### src/utfga_pkg.sv
// Shared widths, register indexes, glyph kinds and types of the glyph address stream.
package utfga_pkg;

  localparam int BYTE_W      = 8;
  localparam int CODE_W      = 11;
  localparam int KIND_W      = 2;
  localparam int ADDR_W      = 16;
  localparam int BLANK_W     = 3;
  localparam int WIDTH_W     = 4;
  localparam int LEAD_W      = 5;
  localparam int CFG_INDEX_W = 3;
  localparam int CFG_DATA_W  = 42;

  localparam int REMAP_RANGES_DEF = 2;
  localparam int FONT_RANGES_DEF  = 3;

  // Register map: remap ranges first, then glyph ranges.
  localparam logic [CFG_INDEX_W-1:0] REG_REMAP_BASE = 3'd0;
  localparam logic [CFG_INDEX_W-1:0] REG_FONT_BASE  = 3'd2;

  localparam logic [KIND_W-1:0] GLYPH_BLANK = 2'd0;
  localparam logic [KIND_W-1:0] GLYPH_FONT  = 2'd1;
  localparam logic [KIND_W-1:0] GLYPH_BOX   = 2'd2;

  localparam logic [WIDTH_W-1:0] WIDTH_MIN = 4'd1;
  localparam logic [WIDTH_W-1:0] WIDTH_MAX = 4'd8;

  typedef struct packed {
    logic [CODE_W-1:0] target;
    logic [CODE_W-1:0] hi;
    logic [CODE_W-1:0] lo;
  } remap_t;

  typedef struct packed {
    logic [ADDR_W-1:0]  base;
    logic [WIDTH_W-1:0] width;
    logic [CODE_W-1:0]  hi;
    logic [CODE_W-1:0]  lo;
  } font_t;

  typedef struct packed {
    logic              valid;
    logic [CODE_W-1:0] code;
  } code_stage_t;

  function automatic logic [WIDTH_W-1:0] clamp_width(input logic [WIDTH_W-1:0] raw);
    logic [WIDTH_W-1:0] w;
    w = raw;
    if (raw < WIDTH_MIN) begin
      w = WIDTH_MIN;
    end else if (raw > WIDTH_MAX) begin
      w = WIDTH_MAX;
    end
    return w;
  endfunction

endpackage

### src/utfga_if.sv
// Stream interfaces for text bytes in and glyph results out.
interface utfga_byte_if;
  logic                         valid;
  logic                         ready;
  logic [utfga_pkg::BYTE_W-1:0] byte_in;
  logic                         last_byte;

  modport source (output valid, output byte_in, output last_byte, input ready);
  modport sink   (input valid, input byte_in, input last_byte, output ready);
endinterface

interface utfga_glyph_if;
  logic                          valid;
  logic                          ready;
  logic [utfga_pkg::CODE_W-1:0]  code_point;
  logic [utfga_pkg::KIND_W-1:0]  glyph_kind;
  logic [utfga_pkg::ADDR_W-1:0]  rom_address;
  logic [utfga_pkg::BLANK_W-1:0] blank_columns;

  modport source (output valid, output code_point, output glyph_kind,
                  output rom_address, output blank_columns, input ready);
  modport sink   (input valid, input code_point, input glyph_kind,
                  input rom_address, input blank_columns, output ready);
endinterface

### src/utfga_cfg.sv
// Configuration register file for the remap and glyph ranges.
module utfga_cfg #(
  parameter int REMAP_RANGES = utfga_pkg::REMAP_RANGES_DEF,
  parameter int FONT_RANGES  = utfga_pkg::FONT_RANGES_DEF
) (
  input  logic                              clk,
  input  logic                              rst,
  input  logic                              cfg_write,
  input  logic [utfga_pkg::CFG_INDEX_W-1:0] cfg_index,
  input  logic [utfga_pkg::CFG_DATA_W-1:0]  cfg_data,
  output utfga_pkg::remap_t [REMAP_RANGES-1:0] remap,
  output utfga_pkg::font_t  [FONT_RANGES-1:0]  font
);
  import utfga_pkg::*;

  for (genvar i = 0; i < REMAP_RANGES; i++) begin : g_remap
    always_ff @(posedge clk) begin
      if (rst) begin
        remap[i] <= '0;
      end else if (cfg_write && cfg_index == REG_REMAP_BASE + CFG_INDEX_W'(i)) begin
        remap[i] <= cfg_data[$bits(remap_t)-1:0];
      end
    end
  end

  for (genvar i = 0; i < FONT_RANGES; i++) begin : g_font
    always_ff @(posedge clk) begin
      if (rst) begin
        font[i] <= '0;
      end else if (cfg_write && cfg_index == REG_FONT_BASE + CFG_INDEX_W'(i)) begin
        font[i] <= cfg_data[$bits(font_t)-1:0];
      end
    end
  end

endmodule

### src/utfga_decode.sv
// UTF-8 byte decoder: lead hold, continuation skip, raw code register.
module utfga_decode (
  input  logic                   clk,
  input  logic                   rst,
  utfga_byte_if.sink             byte_ch,
  input  logic                   next_ready,
  output utfga_pkg::code_stage_t stage
);
  import utfga_pkg::*;

  localparam logic [BYTE_W-1:0] ASCII_MAX = 8'h7f;
  localparam logic [BYTE_W-1:0] LEAD_MIN  = 8'hc0;
  localparam logic [BYTE_W-1:0] LEAD_MAX  = 8'hdf;

  logic              ready;
  logic              fire;
  logic              cont;
  logic              emit;
  logic [CODE_W-1:0] raw;

  logic [LEAD_W-1:0] lead_bits;
  logic              lead_pending;
  logic              skipping;
  logic [LEAD_W-1:0] lead_bits_next;
  logic              lead_pending_next;
  logic              skipping_next;

  assign ready         = !stage.valid || next_ready;
  assign byte_ch.ready = ready;
  assign fire          = byte_ch.valid && ready;
  assign cont          = byte_ch.byte_in[7:6] == 2'b10;

  always_comb begin
    emit              = 1'b0;
    raw               = '0;
    lead_bits_next    = lead_bits;
    lead_pending_next = lead_pending;
    skipping_next     = skipping;
    if (lead_pending) begin
      // Follower completes the pair whatever its top bits are.
      emit              = 1'b1;
      raw               = {lead_bits, byte_ch.byte_in[5:0]};
      lead_pending_next = 1'b0;
    end else if (skipping && cont) begin
      emit = 1'b0;
    end else begin
      skipping_next = 1'b0;
      if (byte_ch.byte_in <= ASCII_MAX) begin
        emit = 1'b1;
        raw  = CODE_W'(byte_ch.byte_in);
      end else if (byte_ch.byte_in >= LEAD_MIN && byte_ch.byte_in <= LEAD_MAX) begin
        if (byte_ch.last_byte) begin
          emit = 1'b1;
        end else begin
          lead_bits_next    = byte_ch.byte_in[LEAD_W-1:0];
          lead_pending_next = 1'b1;
        end
      end else begin
        // Stray continuation or unsupported lead: blank code, skip after a lead.
        skipping_next = byte_ch.byte_in > LEAD_MAX;
        emit          = 1'b1;
      end
    end
    if (byte_ch.last_byte) begin
      lead_pending_next = 1'b0;
      skipping_next     = 1'b0;
    end
  end

  always_ff @(posedge clk) begin
    if (rst) begin
      stage.valid  <= 1'b0;
      lead_bits    <= '0;
      lead_pending <= 1'b0;
      skipping     <= 1'b0;
    end else begin
      if (ready) begin
        stage.valid <= fire && emit;
        stage.code  <= raw;
      end
      if (fire) begin
        lead_bits    <= lead_bits_next;
        lead_pending <= lead_pending_next;
        skipping     <= skipping_next;
      end
    end
  end

`ifndef SYNTH
  a_pending_skip_excl: assert property (@(posedge clk) disable iff (rst)
    !(lead_pending && skipping))
    else $error("lead held while skipping continuations");

  a_last_clears: assert property (@(posedge clk) disable iff (rst)
    fire && byte_ch.last_byte |=> !lead_pending && !skipping)
    else $error("decoder state survives end of string");
`endif

endmodule

### src/utfga_remap.sv
// Remap stage: applies the remap ranges in order and registers the code.
module utfga_remap #(
  parameter int REMAP_RANGES = utfga_pkg::REMAP_RANGES_DEF
) (
  input  logic                                 clk,
  input  logic                                 rst,
  input  utfga_pkg::code_stage_t               in_stage,
  input  utfga_pkg::remap_t [REMAP_RANGES-1:0] remap,
  input  logic                                 next_ready,
  output logic                                 ready,
  output utfga_pkg::code_stage_t               stage
);
  import utfga_pkg::*;

  logic [CODE_W-1:0] code;

  assign ready = !stage.valid || next_ready;

  always_comb begin
    code = in_stage.code;
    // Each later range sees the earlier result.
    for (int i = 0; i < REMAP_RANGES; i++) begin
      if (code >= remap[i].lo && code <= remap[i].hi) begin
        code = code - remap[i].lo + remap[i].target;
      end
    end
  end

  always_ff @(posedge clk) begin
    if (rst) begin
      stage.valid <= 1'b0;
    end else if (ready) begin
      stage.valid <= in_stage.valid;
      stage.code  <= code;
    end
  end

endmodule

### src/utfga_glyph.sv
// Glyph stage: range search, ROM address and blank columns into the result register.
module utfga_glyph #(
  parameter int FONT_RANGES = utfga_pkg::FONT_RANGES_DEF
) (
  input  logic                               clk,
  input  logic                               rst,
  input  utfga_pkg::code_stage_t             in_stage,
  input  utfga_pkg::font_t [FONT_RANGES-1:0] font,
  output logic                               ready,
  utfga_glyph_if.source                      glyph_ch
);
  import utfga_pkg::*;

  logic                 hit;
  font_t                sel;
  logic [WIDTH_W-1:0]   w;
  logic [CODE_W-1:0]    offset;
  logic [CODE_W+WIDTH_W-1:0] prod;
  logic [KIND_W-1:0]    kind;
  logic [ADDR_W-1:0]    addr;
  logic [BLANK_W-1:0]   blank;

  assign ready = !glyph_ch.valid || glyph_ch.ready;

  always_comb begin
    hit = 1'b0;
    sel = font[0];
    // Walk from the back so the first matching range wins.
    for (int i = FONT_RANGES - 1; i >= 0; i--) begin
      if (in_stage.code >= font[i].lo && in_stage.code <= font[i].hi) begin
        hit = 1'b1;
        sel = font[i];
      end
    end
    w      = clamp_width(sel.width);
    offset = in_stage.code - sel.lo;
    prod   = (CODE_W+WIDTH_W)'(offset) * (CODE_W+WIDTH_W)'(w);
    kind   = GLYPH_BOX;
    addr   = '0;
    blank  = '0;
    if (in_stage.code == '0) begin
      kind = GLYPH_BLANK;
    end else if (hit) begin
      kind  = GLYPH_FONT;
      addr  = sel.base + ADDR_W'(prod);
      blank = BLANK_W'(WIDTH_MAX - w);
    end
  end

  always_ff @(posedge clk) begin
    if (rst) begin
      glyph_ch.valid <= 1'b0;
    end else if (ready) begin
      glyph_ch.valid         <= in_stage.valid;
      glyph_ch.code_point    <= in_stage.code;
      glyph_ch.glyph_kind    <= kind;
      glyph_ch.rom_address   <= addr;
      glyph_ch.blank_columns <= blank;
    end
  end

`ifndef SYNTH
  a_zero_is_blank: assert property (@(posedge clk) disable iff (rst)
    glyph_ch.valid && glyph_ch.code_point == '0 |-> glyph_ch.glyph_kind == GLYPH_BLANK)
    else $error("code zero not shown as blank glyph");

  a_no_font_no_addr: assert property (@(posedge clk) disable iff (rst)
    glyph_ch.valid && glyph_ch.glyph_kind != GLYPH_FONT
      |-> glyph_ch.rom_address == '0 && glyph_ch.blank_columns == '0)
    else $error("address given for blank or box glyph");
`endif

endmodule

### src/utf8_glyph_address_stream_core.sv
// Top level: a byte that gives a result reaches the result register through the decode, remap
// and glyph registers; a lead waits for its follower.
// One byte is accepted every cycle while ready is high; the ready chain through the decode,
// remap and glyph registers stalls only when the result register is full and not taken.
// Reset (synchronous, active high) clears the decoder state, the stage valid bits
// and all range registers to zero.
module utf8_glyph_address_stream_core #(
  parameter int REMAP_RANGES = utfga_pkg::REMAP_RANGES_DEF,
  parameter int FONT_RANGES  = utfga_pkg::FONT_RANGES_DEF
) (
  input  logic                              clk,
  input  logic                              rst,
  utfga_byte_if.sink                        byte_ch,
  utfga_glyph_if.source                     glyph_ch,
  input  logic                              cfg_write,
  input  logic [utfga_pkg::CFG_INDEX_W-1:0] cfg_index,
  input  logic [utfga_pkg::CFG_DATA_W-1:0]  cfg_data
);
  import utfga_pkg::*;

  remap_t [REMAP_RANGES-1:0] remap;
  font_t  [FONT_RANGES-1:0]  font;
  code_stage_t               raw_stage;
  code_stage_t               mapped_stage;
  logic                      remap_ready;
  logic                      glyph_ready;

  utfga_cfg #(
    .REMAP_RANGES (REMAP_RANGES),
    .FONT_RANGES  (FONT_RANGES)
  ) u_cfg (
    .clk       (clk),
    .rst       (rst),
    .cfg_write (cfg_write),
    .cfg_index (cfg_index),
    .cfg_data  (cfg_data),
    .remap     (remap),
    .font      (font)
  );

  utfga_decode u_decode (
    .clk        (clk),
    .rst        (rst),
    .byte_ch    (byte_ch),
    .next_ready (remap_ready),
    .stage      (raw_stage)
  );

  utfga_remap #(
    .REMAP_RANGES (REMAP_RANGES)
  ) u_remap (
    .clk        (clk),
    .rst        (rst),
    .in_stage   (raw_stage),
    .remap      (remap),
    .next_ready (glyph_ready),
    .ready      (remap_ready),
    .stage      (mapped_stage)
  );

  utfga_glyph #(
    .FONT_RANGES (FONT_RANGES)
  ) u_glyph (
    .clk      (clk),
    .rst      (rst),
    .in_stage (mapped_stage),
    .font     (font),
    .ready    (glyph_ready),
    .glyph_ch (glyph_ch)
  );

endmodule
### src/flat_wrapper.sv
// flat-port wrapper written by rule: the top's interface ports become plain ports
module utf8_glyph_address_stream_core_flat import utfga_pkg::*;
#(
  parameter int REMAP_RANGES = utfga_pkg::REMAP_RANGES_DEF,
  parameter int FONT_RANGES  = utfga_pkg::FONT_RANGES_DEF
)
  (clk, rst, cfg_write, cfg_index, cfg_data, byte_ch_valid, byte_ch_byte_in, byte_ch_last_byte, byte_ch_ready, glyph_ch_valid, glyph_ch_code_point, glyph_ch_glyph_kind, glyph_ch_rom_address, glyph_ch_blank_columns, glyph_ch_ready);
  utfga_byte_if byte_ch_i ();
  utfga_glyph_if glyph_ch_i ();
  input  logic clk;
  input  logic rst;
  input  logic cfg_write;
  input  logic [utfga_pkg::CFG_INDEX_W-1:0] cfg_index;
  input  logic [utfga_pkg::CFG_DATA_W-1:0] cfg_data;
  input wire logic [$bits(byte_ch_i.valid)-1:0] byte_ch_valid;
  input wire logic [$bits(byte_ch_i.byte_in)-1:0] byte_ch_byte_in;
  input wire logic [$bits(byte_ch_i.last_byte)-1:0] byte_ch_last_byte;
  output wire logic [$bits(byte_ch_i.ready)-1:0] byte_ch_ready;
  output wire logic [$bits(glyph_ch_i.valid)-1:0] glyph_ch_valid;
  output wire logic [$bits(glyph_ch_i.code_point)-1:0] glyph_ch_code_point;
  output wire logic [$bits(glyph_ch_i.glyph_kind)-1:0] glyph_ch_glyph_kind;
  output wire logic [$bits(glyph_ch_i.rom_address)-1:0] glyph_ch_rom_address;
  output wire logic [$bits(glyph_ch_i.blank_columns)-1:0] glyph_ch_blank_columns;
  input wire logic [$bits(glyph_ch_i.ready)-1:0] glyph_ch_ready;
  assign byte_ch_i.valid = byte_ch_valid;
  assign byte_ch_i.byte_in = byte_ch_byte_in;
  assign byte_ch_i.last_byte = byte_ch_last_byte;
  assign byte_ch_ready = byte_ch_i.ready;
  assign glyph_ch_valid = glyph_ch_i.valid;
  assign glyph_ch_code_point = glyph_ch_i.code_point;
  assign glyph_ch_glyph_kind = glyph_ch_i.glyph_kind;
  assign glyph_ch_rom_address = glyph_ch_i.rom_address;
  assign glyph_ch_blank_columns = glyph_ch_i.blank_columns;
  assign glyph_ch_i.ready = glyph_ch_ready;
  utf8_glyph_address_stream_core #(.REMAP_RANGES(REMAP_RANGES), .FONT_RANGES(FONT_RANGES)) u_core (.clk(clk), .rst(rst), .byte_ch(byte_ch_i), .glyph_ch(glyph_ch_i), .cfg_write(cfg_write), .cfg_index(cfg_index), .cfg_data(cfg_data));
endmodule
### config.mk
export PLATFORM = sky130hd
export DESIGN_NAME = utf8_glyph_address_stream_core_flat
export DESIGN_NICKNAME = d
export VERILOG_FILES = /design/src/utfga_pkg.sv /design/src/utfga_if.sv /design/src/utfga_cfg.sv /design/src/utfga_decode.sv /design/src/utfga_remap.sv /design/src/utfga_glyph.sv /design/src/utf8_glyph_address_stream_core.sv /design/src/flat_wrapper.sv
export SDC_FILE = /design/constraint.sdc
export NUM_CORES = 1
export LEC_CHECK = 0
export ABC_AREA = 1
export BUFFER_PORTS_ARGS = -buffer_cell sky130_fd_sc_hd__buf_2
export CAP_MARGIN = 40
export CORE_UTILIZATION = 45
export DETAILED_ROUTE_END_ITERATION = 10
export PLACE_DENSITY = 0.65
export REMOVE_ABC_BUFFERS = 1
export SYNTH_ARGS = -nofsm -noshare
export SYNTH_HDL_FRONTEND = slang
export SYNTH_SLANG_ARGS = --single-unit
### constraint.sdc
create_clock -name clk -period 9.4 [get_ports clk]
set_input_delay 1.41 -clock clk [delete_from_list [all_inputs] [get_ports clk]]
set_output_delay 1.41 -clock clk [all_outputs]
set_load 0.01 [all_outputs]
== Word-level counts from Yosys, hierarchy flattened ==
Cells that the tools add are included.
Word-level totals
  word-level logic and storage cells: 124
  register bits after elaboration: 256
Operators by class
  equal/unequal tests: 7
  $mul: 1
  bitwise operators: 6
  add/sub/neg operators: 7
  mux-type cells: 29
  magnitude comparators: 16
  reduce and logical (&&, ||, !) cells: 28
Operators with widths (number)
  $mux 42: 3
  $ge 11x11->1: 5
  $le 11x11->1: 5
  $mux 11: 3
  $sub 11x11->11: 3
  $add 11x11->11: 2
  $mux 1: 18
  $add 16x15->16: 1
  $mux 8: 2
  $mul 11x4->15: 1
  $logic_and 1x1->1: 14
  $logic_not 11->1: 1
  $ge 8x8->1 const B: 1
  $gt 8x8->1 const B: 1
  $le 8x7->1 const B: 1
  $le 8x8->1 const B: 1
  $mux 4: 2
  $eq 3x2->1 const B: 2
  $not 1->1: 6
  $reduce_and 2->1: 3
  $reduce_and 6->1: 1
  $gt 4x4->1 const B: 1
  $lt 4x1->1 const B: 1
  $ne 2x2->1 const B: 2
  other kinds (10): 14

== Longest topological paths before layout ==
  word-level depth: 10
  depth in mapped cells: 44

== Modules after synthesis ==
A second synthesis with hierarchy kept.
Second synthesis, totals
  cells, all modules: 2602
  area, all modules: 17981.0 um2
Modules (own cells, without submodules)
  utfga_cfg: area an instance 7602.3 um2, cells an instance 1102, seq. area each 3843.7 um2, instances 1
  utfga_glyph: area an instance 6060.8 um2, cells an instance 882, seq. area each 980.9 um2, instances 1
  utfga_remap: area an instance 3452.1 um2, cells an instance 523, seq. area each 350.3 um2, instances 1
  utfga_decode: area an instance 865.8 um2, cells an instance 95, seq. area each 490.5 um2, instances 1

== Worst setup path before layout ==
OpenSTA, ideal clock, no wires.
  path kind: reg2reg
  start point: register u_core.u_remap.stage[10] in the netlist's numbering
  end point: register u_core.u_glyph.glyph_ch.rom_address[15] (data pin)
  setup time: 0.255 ns
  stages on the path, launching flop included: 37
  arrival time: 6.249 ns
  data required time: 9.145 ns
  path buffers: 2
  setup slack: 2.896 ns
  period minus slack after synthesis: 6.504 ns
  cells stage by stage: edfxtp_1 -> ha_1 -> nand2_2 -> nor2_2 -> and2_1 -> nand2_1 -> nand4_2 -> nand2_2 -> nand2_2 -> nand2_4 -> buf_2 -> buf_2 -> o21ai_0 -> ha_1 -> a21oi_1 -> o21ai_0 -> nand2_1 -> o211ai_1 -> nand2_1 -> nand2_1 -> a21oi_1 -> xor2_1 -> nor2_2 -> fa_1 -> fa_1 -> inv_1 -> fa_1 -> inv_1 -> ha_1 -> a21oi_1 -> o21a_1 -> nand3_1 -> nand2_1 -> nand2_1 -> a21o_1 -> a21oi_1 -> nor2_1
On the way
  cells in the longest elaborated chain, start to end: 10
Ends and longest elaborated chain
  from (decl): RTL line utfga_remap.sv:11  | output utfga_pkg::code_stage_t stage
  parallel branches: the longest is 10 deep, another holds $add 16x15->16
  to (signal assigned): RTL line utfga_glyph.sv:57  | glyph_ch.rom_address <= addr;
  to (decl): RTL line utfga_if.sv:21  | output rom_address, output blank_columns, input ready);
Several ways; the timed one is not identified.
A chain may end at the register's enable or synchronous reset.

== Final worst setup path ==
Ends and elaborated chain as after synthesis.

==> impl_metrics.yaml <==
global_route:
  grt_pass1_vias: 12829
  grt_max_degree: 109
  grt_pass1_wl_um: 67900
  track_usage: 0.235
  grt_overflow: 0
  antenna_found_initial: 2
power_and_ir_drop:
  vdd_drop_max_mv: 0.288
  p_leak_nw: 8.06
  finalPower_mw: 6.08
  power_density_mw_per_mm2: 335
detailed_routing:
  drc: 0
  wl_um: 42900
  ant_nets: 0
  drt-initial-drc-count: 927
  vias: 13785
  wire_per_inst_um: 16.2
  firstDrtPassIters: 5
  vias_per_cell: 5.20
yosys:
  ys_seq_elements: 256
  syn_area_sq_mm: 0.0163
  syn_inst: 2118
  synthFlopType: "dfxtp_1"
  synth_top_area_frac: 0.248
  yosysSeqAreaShare: 0.348
  ys_top_cells_by_area: "dfxtp_1 (25%), ha_1 (13%), edfxtp_1 (10%)"
  synth_top_area_cell: "dfxtp_1"
  synth_edf_count: 54
  syn_avg_cell_area_sq_um: 7.69
  synth_warnings: 0
  synth_cell_types: 44
  async_flop_share: 0
setup_path:
  crit_top_cell: "nand2_1"
  cp-start-kind: "flip-flop"
  critPathMaxStageDelay_ns: 0.58
  regToRegEndpoint: "u_core.u_glyph.glyph_ch.rom_address[15]"
  cp_max_fo: 55
  cp_slowest_cell: "edfxtp_1"
  crit_type: "flip-flop to flip-flop"
  rr_worst_depth: 34
  cp.required_ns: 9.71
  reg2reg_setup_slack_ns: 1.83
  critPathBufInv: 2
  cp.arrival_ns: 7.87
  critical_path.top_delay_family: "adder cells"
  timing.rr.start: "u_core.u_remap.stage[10]"
  worstSetupEndpointType: "flip-flop"
timing:
  clock.fmax_mhz: 132
  fin_crit_sh: 0.805
  grt_setup_unrepaired: "false"
  setup_viol: 0
  drv_slew: 0
  worstMarginPinSlew_ns: 0.836
  final.setup.tns_ns: 0
  finalClockSkew_ns: 0.0135
  hold_viol_final: 0
  relSlewSlack: 0.443
  period_needed_ns: 7.57
die:
  start_util: 0.458
  die_h_um: 192
  row_count: 69
  io_pins: 93
  fp.dieW_um: 192
  die_area_sq_mm: 0.0370
  core-area_sq_mm: 0.0356
place:
  place.gp.congestion: 0.913
  placed_cells: 2600
  numPortBuffers: 92
  dpl.hpwl_um: 32600
min_path:
  holdCritPathClass: "flip-flop to flip-flop"
  hold_end: "u_core.u_cfg.font[81]"
  hold_depth: 2
  worstHoldStart: "u_core.u_cfg.font[81]"
cts:
  h-tree-depth: 1
  cts.sinks: 256
  cts_root_buf: "clkbuf_16"
  holdBufCountCts: 0
  postCtsSetupBuffers: 0
  path_clk_slew_ns: 0.06
  cts_buffers: 29
  clock_path_buffers: 3
  clk_latency_ns: 0.56
  cts_tree: "done"
  ctsResizeCount: 0
flow_run:
  maxCapViolCount: 0
final_layout:
  syn_to_final_growth_pct: 11.3
  fin_util: 0.510
  diodes: 0
  register_area_sq_mm: 0.00567
  drive_gt1_frac: 0.0872
  n_fill_cell: 3436
  nNetsFinal: 2448
  multi_input_area_sq_mm: 0.00907
  layout_common_cells: "inv_1 (324), nand2_1 (283), a21oi_1 (250), o21ai_0 (240), nor2_1 (230)"
  fin_cells: 2651
  final_common_cell: "inv_1"
run_status:
  status: "complete, no violations"
## sequential cells by signal, summed over array words and instances (netlist names)
signal	count
u_core.u_cfg.font	126
u_core.u_cfg.remap	66
u_core.u_glyph.glyph_ch.rom_address	16
u_core.u_decode.stage	12
u_core.u_remap.stage	12
u_core.u_glyph.glyph_ch.code_point	11
u_core.u_decode.lead_bits	5
u_core.u_glyph.glyph_ch.blank_columns	3
u_core.u_glyph.glyph_ch.glyph_kind	2
u_core.u_decode.lead_pending	1
u_core.u_decode.skipping	1
u_core.u_glyph.glyph_ch.valid	1
## how the worst max path moves through the flow
stage                                               to  slack, ns  cells after the start                      from
4_1_cts        u_core.u_glyph.glyph_ch.rom_address[15]       1.86                     36   u_core.u_remap.stage[4]
3_5_place_dp   u_core.u_glyph.glyph_ch.rom_address[15]       1.89                     36   u_core.u_remap.stage[4]
2_1_floorplan  u_core.u_glyph.glyph_ch.rom_address[15]       2.80                     32  u_core.u_remap.stage[10]
6_report       u_core.u_glyph.glyph_ch.rom_address[15]       1.83                     34  u_core.u_remap.stage[10]
5_1_grt        u_core.u_glyph.glyph_ch.rom_address[15]       1.21                     36   u_core.u_remap.stage[6]
3_3_place_gp   u_core.u_glyph.glyph_ch.rom_address[15]       2.10                     36   u_core.u_remap.stage[4]
## synth_stat cells, types with 4 or more instances
master,instances
a21o_1,8
clkbuf_1,67
nor3_1,10
nor2_2,14
dfxtp_1,202
nand3b_1,7
nand3_1,55
or2_2,5
o2111ai_1,7
xnor2_1,14
fa_1,51
a21oi_1,250
nand2_2,8
and2_1,12
o21ai_1,4
edfxtp_1,54
nor2_1,231
a211oi_1,18
inv_1,325
ha_1,168
o21ai_0,240
o31ai_1,5
nand4_1,19
buf_2,9
xor2_1,17
nand2_1,284
## cell families after synthesis
kind of cell,Yosys count,synth area share
AOI/OAI and AO/OA,545,0.177
xor gates and xnor gates,31,0.0167
adders and majority gates,219,0.192
buffers and inverters,413,0.0972
DFF,256,0.348
and+or+nand+nor,654,0.170
## worst reg2reg max path, delay by kind of cell (launching register included)
family,cells,cell delay (ns)
AND/OR/NAND/NOR,17,2.13
XOR/XNOR,1,0.34
flip-flops,1,0.58
adder cells (fa/ha/maj),6,2.68
AO/OA/AOI/OAI,8,1.48
buffers and inverters,2,0.10
## report_power, final
group	leakage [nW]	switching [mW]	internal [mW]
registers	2.18	0.0739	1.31
logic	5.39	2.24	1.30
clock network	0.484	0.460	0.698
total	8.06	2.77	3.31
## layout make-up
class / instances / area share
multi-input combinational: 1449 / 0.500
sequential: 256 / 0.312
tap: 461 / 0.0318
timing repair buffer: 103 / 0.0335
clock buffer: 42 / 0.0484
inverter: 331 / 0.0686
clock inverter: 9 / 0.00538
## routing by layer
metal  vias to the layer above  track usage  wire length [um]  part of all wire
met2                       342        0.386             19200              0.45
met1                      6349        0.330             20300              0.47
li1                       7040            -                 -                 -
met3                        54       0.0260              2500             0.058
met4                         0       0.0524               863             0.020
met5                         -            0                 0                 0
## per-stage QoR
stage / instance area [sq um] / worst slack (ns) / hold slack [ns]
final: 18100 / 1.83 / 0.456
after global routing: 18100 / 1.21 / 0.463
after CTS: 18100 / 1.86 / 0.455
after detailed placement: 17200 / 1.89 / 0.446
after global placement: 17100 / 2.10 / 0.436
after floorplan: 16000 / 2.80 / 0.426
No activity file was read; power rests on OpenSTA's default activity.
